<file path="src/hdl/tbaf_pkg.sv">
// ----------------------------------------------------------------------------
// tbaf_pkg
// Shared types and constants of the thresholded box average filter: field
// widths, configuration register indexes, divider operand select and the
// command/status words between controller and datapath.
// ----------------------------------------------------------------------------
package tbaf_pkg;

    localparam int PIX_W      = 8;
    localparam int POS_W      = 10;
    localparam int CFG_IDX_W  = 2;
    localparam int CFG_DATA_W = 11;
    localparam int WIDTH_W    = 11;
    localparam int HEIGHT_W   = 11;
    localparam int WIN_W      = 6;
    localparam int THR_W      = 8;
    localparam int MAX_HEIGHT = 1024;
    localparam int AVG_MAX    = 255;

    typedef enum logic [CFG_IDX_W-1:0] {
        CFG_WIDTH     = 2'd0,
        CFG_HEIGHT    = 2'd1,
        CFG_WINDOW    = 2'd2,
        CFG_THRESHOLD = 2'd3
    } t_cfg_idx;

    typedef enum logic [1:0] {
        DIV_ROW = 2'd0,
        DIV_COL = 2'd1,
        DIV_SUM = 2'd2
    } t_div_sel;

    typedef struct packed {
        logic     accept;
        logic     div_start;
        t_div_sel div_sel;
        logic     cap_slot;
        logic     cap_ring;
        logic     mem_rd;
        logic     upd;
        logic     cap_avg;
        logic     fin;
    } t_cmd;

    typedef struct packed {
        logic div_done;
        logic win_done;
        logic out_free;
    } t_sts;

endpackage

</file>
<file path="src/hdl/tbaf_ctrl.sv">
// ----------------------------------------------------------------------------
// tbaf_ctrl
// Per-pixel sequencer: slot and ring modulo, memory read, sum update,
// optional average divide, result hand-off.
// ----------------------------------------------------------------------------
module tbaf_ctrl (
    input  logic          i_clk,
    input  logic          i_rst_n,
    input  logic          i_valid,
    output logic          o_ready,
    input  tbaf_pkg::t_sts i_sts,
    output tbaf_pkg::t_cmd o_cmd
);
    import tbaf_pkg::*;

    typedef enum logic [8:0] {
        S_IDLE   = 9'b000000001,
        S_RSTART = 9'b000000010,
        S_RWAIT  = 9'b000000100,
        S_CWAIT  = 9'b000001000,
        S_READ   = 9'b000010000,
        S_UPD    = 9'b000100000,
        S_ASTART = 9'b001000000,
        S_AWAIT  = 9'b010000000,
        S_FIN    = 9'b100000000
    } t_state;

    t_state r_state;
    t_state n_state;

    always_comb begin
        n_state       = r_state;
        o_cmd         = '0;
        o_cmd.div_sel = DIV_ROW;
        unique case (r_state)
            S_IDLE: begin
                if (i_valid) begin
                    o_cmd.accept = 1'b1;
                    n_state      = S_RSTART;
                end
            end
            S_RSTART: begin
                o_cmd.div_start = 1'b1;
                o_cmd.div_sel   = DIV_ROW;
                n_state         = S_RWAIT;
            end
            S_RWAIT: begin
                if (i_sts.div_done) begin
                    o_cmd.cap_slot  = 1'b1;
                    o_cmd.div_start = 1'b1;
                    o_cmd.div_sel   = DIV_COL;
                    n_state         = S_CWAIT;
                end
            end
            S_CWAIT: begin
                if (i_sts.div_done) begin
                    o_cmd.cap_ring = 1'b1;
                    n_state        = S_READ;
                end
            end
            S_READ: begin
                o_cmd.mem_rd = 1'b1;
                n_state      = S_UPD;
            end
            S_UPD: begin
                o_cmd.upd = 1'b1;
                n_state   = i_sts.win_done ? S_ASTART : S_FIN;
            end
            S_ASTART: begin
                o_cmd.div_start = 1'b1;
                o_cmd.div_sel   = DIV_SUM;
                n_state         = S_AWAIT;
            end
            S_AWAIT: begin
                if (i_sts.div_done) begin
                    o_cmd.cap_avg = 1'b1;
                    n_state       = S_FIN;
                end
            end
            S_FIN: begin
                // hold the result until the output register is free
                if (i_sts.out_free) begin
                    o_cmd.fin = 1'b1;
                    n_state   = S_IDLE;
                end
            end
            default: n_state = S_IDLE;
        endcase
    end

    always_ff @(posedge i_clk) begin
        if (!i_rst_n) begin
            r_state <= S_IDLE;
        end else begin
            r_state <= n_state;
        end
    end

    assign o_ready = (r_state == S_IDLE);

endmodule

</file>
<file path="config.mk">
export PLATFORM = sky130hd
export DESIGN_NAME = tbaf_ctrl
export DESIGN_NICKNAME = d
export VERILOG_FILES = /design/src/hdl/tbaf_pkg.sv /design/src/hdl/tbaf_ctrl.sv
export SDC_FILE = /design/constraint.sdc
export NUM_CORES = 1
export LEC_CHECK = 0
export ABC_AREA = 1
export BUFFER_PORTS_ARGS = -buffer_cell sky130_fd_sc_hd__buf_4
export CAP_MARGIN = 10
export CORE_ASPECT_RATIO = 1.1
export CORE_MARGIN = 2
export CORE_UTILIZATION = 30
export CTS_CLUSTER_SIZE = 40
export DETAILED_ROUTE_END_ITERATION = 10
export PLACE_DENSITY = 0.57
export SYNTH_ARGS = -nofsm -noshare
export SYNTH_HDL_FRONTEND = slang
export SYNTH_SLANG_ARGS = --single-unit
</file>
<file path="constraint.sdc">
create_clock -name i_clk -period 1.3 [get_ports i_clk]
set_input_delay 0.325 -clock i_clk [delete_from_list [all_inputs] [get_ports i_clk]]
set_output_delay 0.325 -clock i_clk [all_outputs]
set_load 0.05 [all_outputs]
</file>
---- Word-level counts from Yosys, hierarchy flattened ----
Cells that the tools add are included.
storage, ports and cells
  output and inout port bits .............. 11
  word-level logic and storage cells ...... 35
  bits of input ports ..................... 6
  bits in registers ....................... 9
operators by class
  reduce and logical (&&, ||, !) cells .... 1
  equal/unequal tests ..................... 14
  muxes and demuxes ....................... 19
operator list
  cell                                                             number
  9-bit case mux with 9 select lines                               1
  9-bit two-way mux                                                6
  1-bit two-way mux                                                10
  2-bit inequality test, second input constant                     5
  9-bit by 1-bit == test with 1-bit output, second input constant  1
  9-bit by 2-bit == test with 1-bit output, second input constant  1
  9-bit by 3-bit == test with 1-bit output, second input constant  1
  9-bit by 4-bit == test with 1-bit output, second input constant  1
  9-bit by 5-bit == test with 1-bit output, second input constant  1
  9-bit by 6-bit == test with 1-bit output, second input constant  1
  9-bit by 7-bit == test with 1-bit output, second input constant  1
  9-bit by 8-bit == test with 1-bit output, second input constant  1
  9-bit == test, second input constant                             1
  3-bit case mux with 3 select lines                               1
  5-bit AND reduction                                              1
  4-bit two-way mux                                                1

---- Logic depth before layout (Yosys ltp) ----
Gate-level depths: netlist of run 1.
  depth in word-level cells ............... 3
  depth in mapped cells ................... 11
  depth with buffers taken out ............ 11

---- Worst setup path before layout of run 1 ----
OpenSTA, ideal clock, no wires.
  kind .................................... register -> output
  from .................................... register r_state[6]
  to ...................................... output o_cmd[0] in the netlist's numbering
  stages on the path, launching flop included .. 4
  arrival time ............................ 2.114 ns
  required time ........................... 0.975 ns
  path buffers ............................ 0
  slack ................................... -1.139 ns
  path through ............................ dfxtp_1 -> nor2_2 -> nand2_2 -> nor4_1
RTL lines
  element                   RTL line         source
  start: declaration        tbaf_ctrl.sv:28  t_state r_state;
  start signal: assignment  tbaf_ctrl.sv:95  r_state <= n_state;
  end: declaration          tbaf_ctrl.sv:12  output tbaf_pkg::t_cmd o_cmd

==> results of run 1 <==
## logic make-up after synthesis
group,Yosys count
buffers and inverters,23
flip-flops,9
AND/OR/NAND/NOR,74
AO/OA/AOI/OAI,3
## how the worst max path moves through the flow
stage               start        to  slack (ps)  depth (start not counted)
6_report       r_state[2]  o_cmd[8]        -470                          8
4_1_cts        r_state[6]  o_cmd[8]        -460                          8
5_1_grt        r_state[2]  o_cmd[8]        -550                          8
2_1_floorplan  r_state[7]  o_cmd[6]        -330                          6
3_5_place_dp   r_state[6]  o_cmd[8]        -220                          8
3_3_place_gp   r_state[6]  o_cmd[8]        -200                          8
## where the power goes
group	switching, mW	internal, mW
Clock	0.0996	0.118
Sequential	0.0645	0.351
Combinational	1.19	1.15
## metrics by stage
| step | hold slack [ps] | setup slack [ps] | utilization [%] | setup TNS (ps) | cell area [sq um] |
|---|---|---|---|---|---|
| after floorplan | 464 | -333 | - | -1600 | 763 |
| after global placement | 530 | -198 | 51.7 | -2170 | 1070 |
| after detailed placement | 554 | -218 | 51.7 | -2420 | 1070 |
| after CTS | 290 | -455 | 67.6 | -5700 | 1390 |
| after global routing | 310 | -549 | 71.4 | -8200 | 1470 |
| final | 297 | -471 | 71.4 | -6720 | 1470 |
## metal layers
| layer | share of wire, % | routed length, um | vias to the layer above | global-route usage [%] |
|---|---|---|---|---|
| met3 | 2.6 | 56 | 8 | 2.26 |
| met1 | 44 | 947 | 395 | 21.0 |
| met4 | 3.2 | 70 | 0 | 11.9 |
| met5 | 0 | 0 | - | 0 |
| met2 | 50 | 1080 | 25 | 33.6 |
| li1 | - | - | 452 | - |
## layout make-up
type	count	area, sq um	share of cell area [%]
Clock buffer	4	26.3	1.78
Inverter	21	91.3	6.20
Multi-Input combinational cell	77	586	39.7
Sequential cell	9	203	13.8
Tap cell	28	35.0	2.38
Timing Repair Buffer	57	533	36.2
## cell usage in the layout (no fill, tap or decap), types with 2 or more instances in the layout
cell type   netlist  final
nor2_1           22     11
buf_8             0      7
nand3_1          10      6
inv_4             0      2
inv_2             0      3
buf_4             1     36
o21ai_2           1      2
clkinvlp_4        0      2
inv_1            21     14
clkbuf_4          0      3
nor2_4            4     12
dfxtp_4           0      5
nand2_1          23     14
dfxtp_2           0      3
nand3_2           2      4
nand3_4           0      2
nand2_2           6      9
buf_6             0     14
nor2_2            3      6
nand2_4           0      6
## critical path, cell delays in order (launching register included)
cell	delay [ps]
dfxtp_4	350
nor2_4	160
nand2_2	100
nor2_4	160
nand2_2	90
nand2_2	60
inv_2	40
o21ai_2	50
buf_6	170
## what timing repair did
action | in CTS | in global routing
pin swaps | 31 | 12
gates resized for setup | 61 | 10
setup buffers | 14 | 6
endpoints found under the setup margin | 19 | 20
hold buffers | 0 | 0
==> metrics.txt, run 1 <==
TritonCTS Buffers 3; Setup CP Type reg2out; Startpoint Class flip-flop; Cells on Worst Hold Path 3; Post-route DRC 0; Pre-Repair DR Iteration Count 4; Wirelength per Cell 11.0 um; GPL Wtd Cong 0.794; area grow syn2layout 121%; Crit Path Max Fanout 3; syn_nets 115; status finished with violations; Initial Utilization 32.3%; post-synth top area share 27.0%; num rows 17; sequential fraction of the synthesis area 27.0%; Hold Crit Class in2reg; Compound-Gate Fraction of Synth Area 4.50%; YS warnings 0; Tcrit/Tclk final 136%; H-tree depth 1; Remaining Overflow, GRT 0; clock tree sinks 9; Critical Path AT 1450 ps; die area 0.00262 sq mm; syn_area_per_cell 6.12 sq um; Detail Route Antenna Nets 0; HP Start i_sts[1]; number of diodes 0; chip width 49.0 um; final setup fails 20; worst reg2reg path endpoint r_state[8]; flop2flop setup slack -340 ps; PD cells 2010 mW/mm^2; biggest regs r_state: 9 flops; max frequency 565 MHz; Final Hold Fails 0; global-route wire length before repair 3.62 mm; Worst-path clk slew 60 ps; Syn Inst Count 109; pin count of the biggest net entering global routing 10; Post-synth ARST share 0%; RSZ-0062 raised after global routing true; crit end category output pin; Clock Path Buffers 2; worst setup margin -471 ps; simple-gate share of the synthesized area 54.8%; Main synth FF type dfxtp_1; drt via density 4.49; Max Slew Vio Count 0; Clk Latency, worst-skew pair 260 ps; critical path required time 980 ps; CTS tree done; num ports 17; synth cell count leaders nand2_1 (23), nor2_1 (22), inv_1 (21); IR drop worst, VDD 1.85 mV; fill cell count 164; First DRT Iteration DRCs 20; post-synthesis mux area share 0%; Mapped Area 667 sq um; Top reg by flops r_state; Chip Height 53.5 um; HPWL after DPL 1.47 mm; Detailed Route WL 2.16 mm; Power Total 2.97 mW; skew final 1.15 ps; Least-Margin Pin Slew 279 ps; max_cap viols 0; final net count 175; Largest register FFs 9; failing checks negative setup slack; GRT Util Overall 18.6%; minimum clock period 1770 ps; Post-Synth XOR/XNOR Area 0%; cell accounting for the most synthesized area dfxtp_1; IO Port Bufs 16; share of cells above drive strength 1 71.4%; number of global-route vias before repair 846; Distinct cells, synth 18; largest cells by area after synthesis dfxtp_1 (27%), nand2_1 (13%), nor2_1 (12%); initial antenna violation count 0; worst flop-to-flop path startpoint r_state[5]; largest family of logic cells by synthesized area simple AND/OR/NAND/NOR gates; relative slew slack 81.3%; via count 880; Seq cells post-synth 9; Post-Synth Adder-Cell Area 0%; Leakage 0.709 nW; hold path endpoint r_state[6]; Final Non-Filler Cells 196; most frequent cell after synthesis nand2_1; number of cells after detailed placement 173; core area 0.00206 sq mm; Post-synth EDFFs 0; R2R depth 12; Clock Tree Root clkbuf_4
No activity file was read; power rests on OpenSTA's default activity.
==> run 2, diff against run 1 <==
CORE_ASPECT_RATIO = unset   (was 1.1)
==> run 2 against run 1 <==
Net effect:
- fmax increased by 2.6%
- largest cell class unchanged
- final cell count rose by 1.0%
- die area about the same
- flip-flop and latch count stayed put
- clock power about the same
- the flow still finishes with violations (negative setup slack)
- final area up 1.4%
==> metrics.txt, run 2 (synthesis results as in run 1) <==
status finished with violations; failing checks negative setup slack; final net count 177 (+1.1%); TritonCTS Buffers 3 (unchanged); Startpoint Class flip-flop; drt via density 4.36 (-2.9%); PD cells 1990 mW/mm^2 (-0.89%); initial antenna violation count 0 (unchanged); CTS tree done; H-tree depth 1 (unchanged); Critical Path AT 1400 ps (-50 ps); pin count of the biggest net entering global routing 10 (unchanged); Least-Margin Pin Slew 292 ps (+12.7 ps); num ports 17 (unchanged); worst reg2reg path endpoint r_state[8]; RSZ-0062 raised after global routing true; Chip Height 51.2 um (-4.3%); R2R depth 13 (+1); commonest cells after routing, fill and taps aside buf_4 (39), inv_1 (16), nand2_1 (14); Max Slew Vio Count 0 (unchanged); minimum clock period 1730 ps (-44.7 ps); Worst-path clk slew 60 ps (about the same); GRT Util Overall 17.4% (-1.2 points); Power Total 2.98 mW (+0.46%); global-route wire length before repair 3.48 mm (-3.8%); Setup CP Type reg2out; Finished Core Util 69.5% (-1.9 points); Clock Tree Root clkbuf_4; post-route cell area 0.00149 sq mm (+1.4%); Worst Setup SP r_state[2]; final setup fails 19 (-5.0%); max frequency 579 MHz (+2.6%); relative slew slack 80.5% (-0.82 points); Clock Path Buffers 2 (unchanged); placed instance area 0.00107 sq mm (+0.70%); fill cell count 164 (unchanged); core area 0.00215 sq mm (+4.1%); Tcrit/Tclk final 133% (-3.4 points); Leakage 0.732 nW (+3.2%); Crit Path Max Fanout 3 (unchanged); share of cells above drive strength 1 71.8% (+0.34 points); flop2flop setup slack -280 ps (+60 ps); biggest regs r_state: 9 flops; area grow syn2layout 124%; crit end category output pin; HP Start i_sts[1]; most common cell after layout, fill and taps aside buf_4; Post-route DRC 0 (unchanged); First DRT Iteration DRCs 12 (-40%); CTS Hold Bufs 0 (unchanged); Detailed Route WL 2.24 mm (+3.9%); Remaining Overflow, GRT 0 (unchanged); HPWL after DPL 1.42 mm (-3.3%); Top reg by flops r_state; worst setup margin -426 ps (+44.7 ps); Largest register FFs 9 (unchanged); Final Hold Fails 0 (unchanged); IO Port Bufs 16 (unchanged); Initial Utilization 31.0% (-1.3 points); IR drop worst, VDD 1.42 mV (-23%); Pre-Repair DR Iteration Count 4 (unchanged); max_cap viols 0 (unchanged); worst flop-to-flop path startpoint r_state[1]; number of global-route vias before repair 785 (-7.2%); Cells on Worst Hold Path 3 (unchanged); die area 0.00262 sq mm (about the same); skew final 4.61 ps (+3.47 ps); GPL Wtd Cong 0.799 (+0.60%); critical path required time 980 ps (about the same); hold path endpoint r_state[6]; worst hold slack 317 ps (+20.1 ps); Wirelength per Cell 11.3 um (+2.8%); clock tree sinks 9 (unchanged); chip width 51.2 um (+4.5%); via count 863 (-1.9%); Hold Crit Class in2reg; number of diodes 0 (unchanged); Detail Route Antenna Nets 0 (unchanged); num rows 17 (unchanged); Clk Latency, worst-skew pair 260 ps (about the same)
[run 2: changes by cell type in the layout (fill, tap and decap cells not counted), moves of 2 or more]
| cell | previous run | this run |
|---|---|---|
| inv_1 | 14 | 16 |
| inv_4 | 2 | 0 |
| buf_4 | 36 | 39 |
| nand3_2 | 4 | 6 |
| nand3_1 | 6 | 4 |
[run 2: area by class of cell]
| class | instances | area, sq um | share of cell area, % |
|---|---|---|---|
| Inverter | 21 | 86.3 | 5.78 |
| Timing Repair Buffer | 59 | 544 | 36.4 |
| Clock buffer | 4 | 26.3 | 1.76 |
| Tap cell | 28 | 35.0 | 2.35 |
| Sequential cell | 9 | 200 | 13.4 |
| Multi-Input combinational cell | 77 | 602 | 40.3 |
[run 2: power by group]
part | internal [mW] | switching [mW]
logic | 1.14 | 1.21
registers | 0.352 | 0.0636
clock network | 0.118 | 0.0994
total | 1.61 | 1.37
[run 2: repair_timing]
action,4_1_cts,5_1_grt
resized for setup,49,19
endpoints found under the setup margin,19,20
gates cloned,0,0
pin swaps,20,18
setup buffers,11,11
[run 2: per-stage QoR]
step                TNS, ps  setup WS, ps  std cells
detailed placement    -1860          -197        174
finish                -5650          -426        198
global placement      -1560          -187        174
CTS                   -4670          -426        188
global route          -7080          -521        198
floorplan             -1600          -333        109
[run 2: critical path, stage by stage (launching register included)]
cell and delay, ps:
dfxtp_2 340, nor2_4 160, nand2_2 90, nor2_4 160
nand2_2 80, nand2_2 60, inv_2 40, o21ai_2 50
buf_6 170
[run 2: worst max path at each step]
| stage | slack [ps] | endpoint |
|---|---|---|
| after floorplan | -330 | o_cmd[6] |
| after global placement | -190 | o_cmd[8] |
| after detailed placement | -200 | o_cmd[8] |
| after CTS | -430 | o_cmd[8] |
| after global routing | -520 | o_cmd[8] |
| final | -430 | o_cmd[8] |
[run 2: per-layer routing]
| metal | vias up | global-route usage, % | part of all wire, % |
|---|---|---|---|
| li1 | 449 | - | - |
| met1 | 395 | 23.1 | 43 |
| met5 | - | 0 | 0 |
| met3 | 2 | 2.05 | 2.7 |
| met2 | 17 | 29.2 | 53 |
| met4 | 0 | 5.41 | 0.94 |
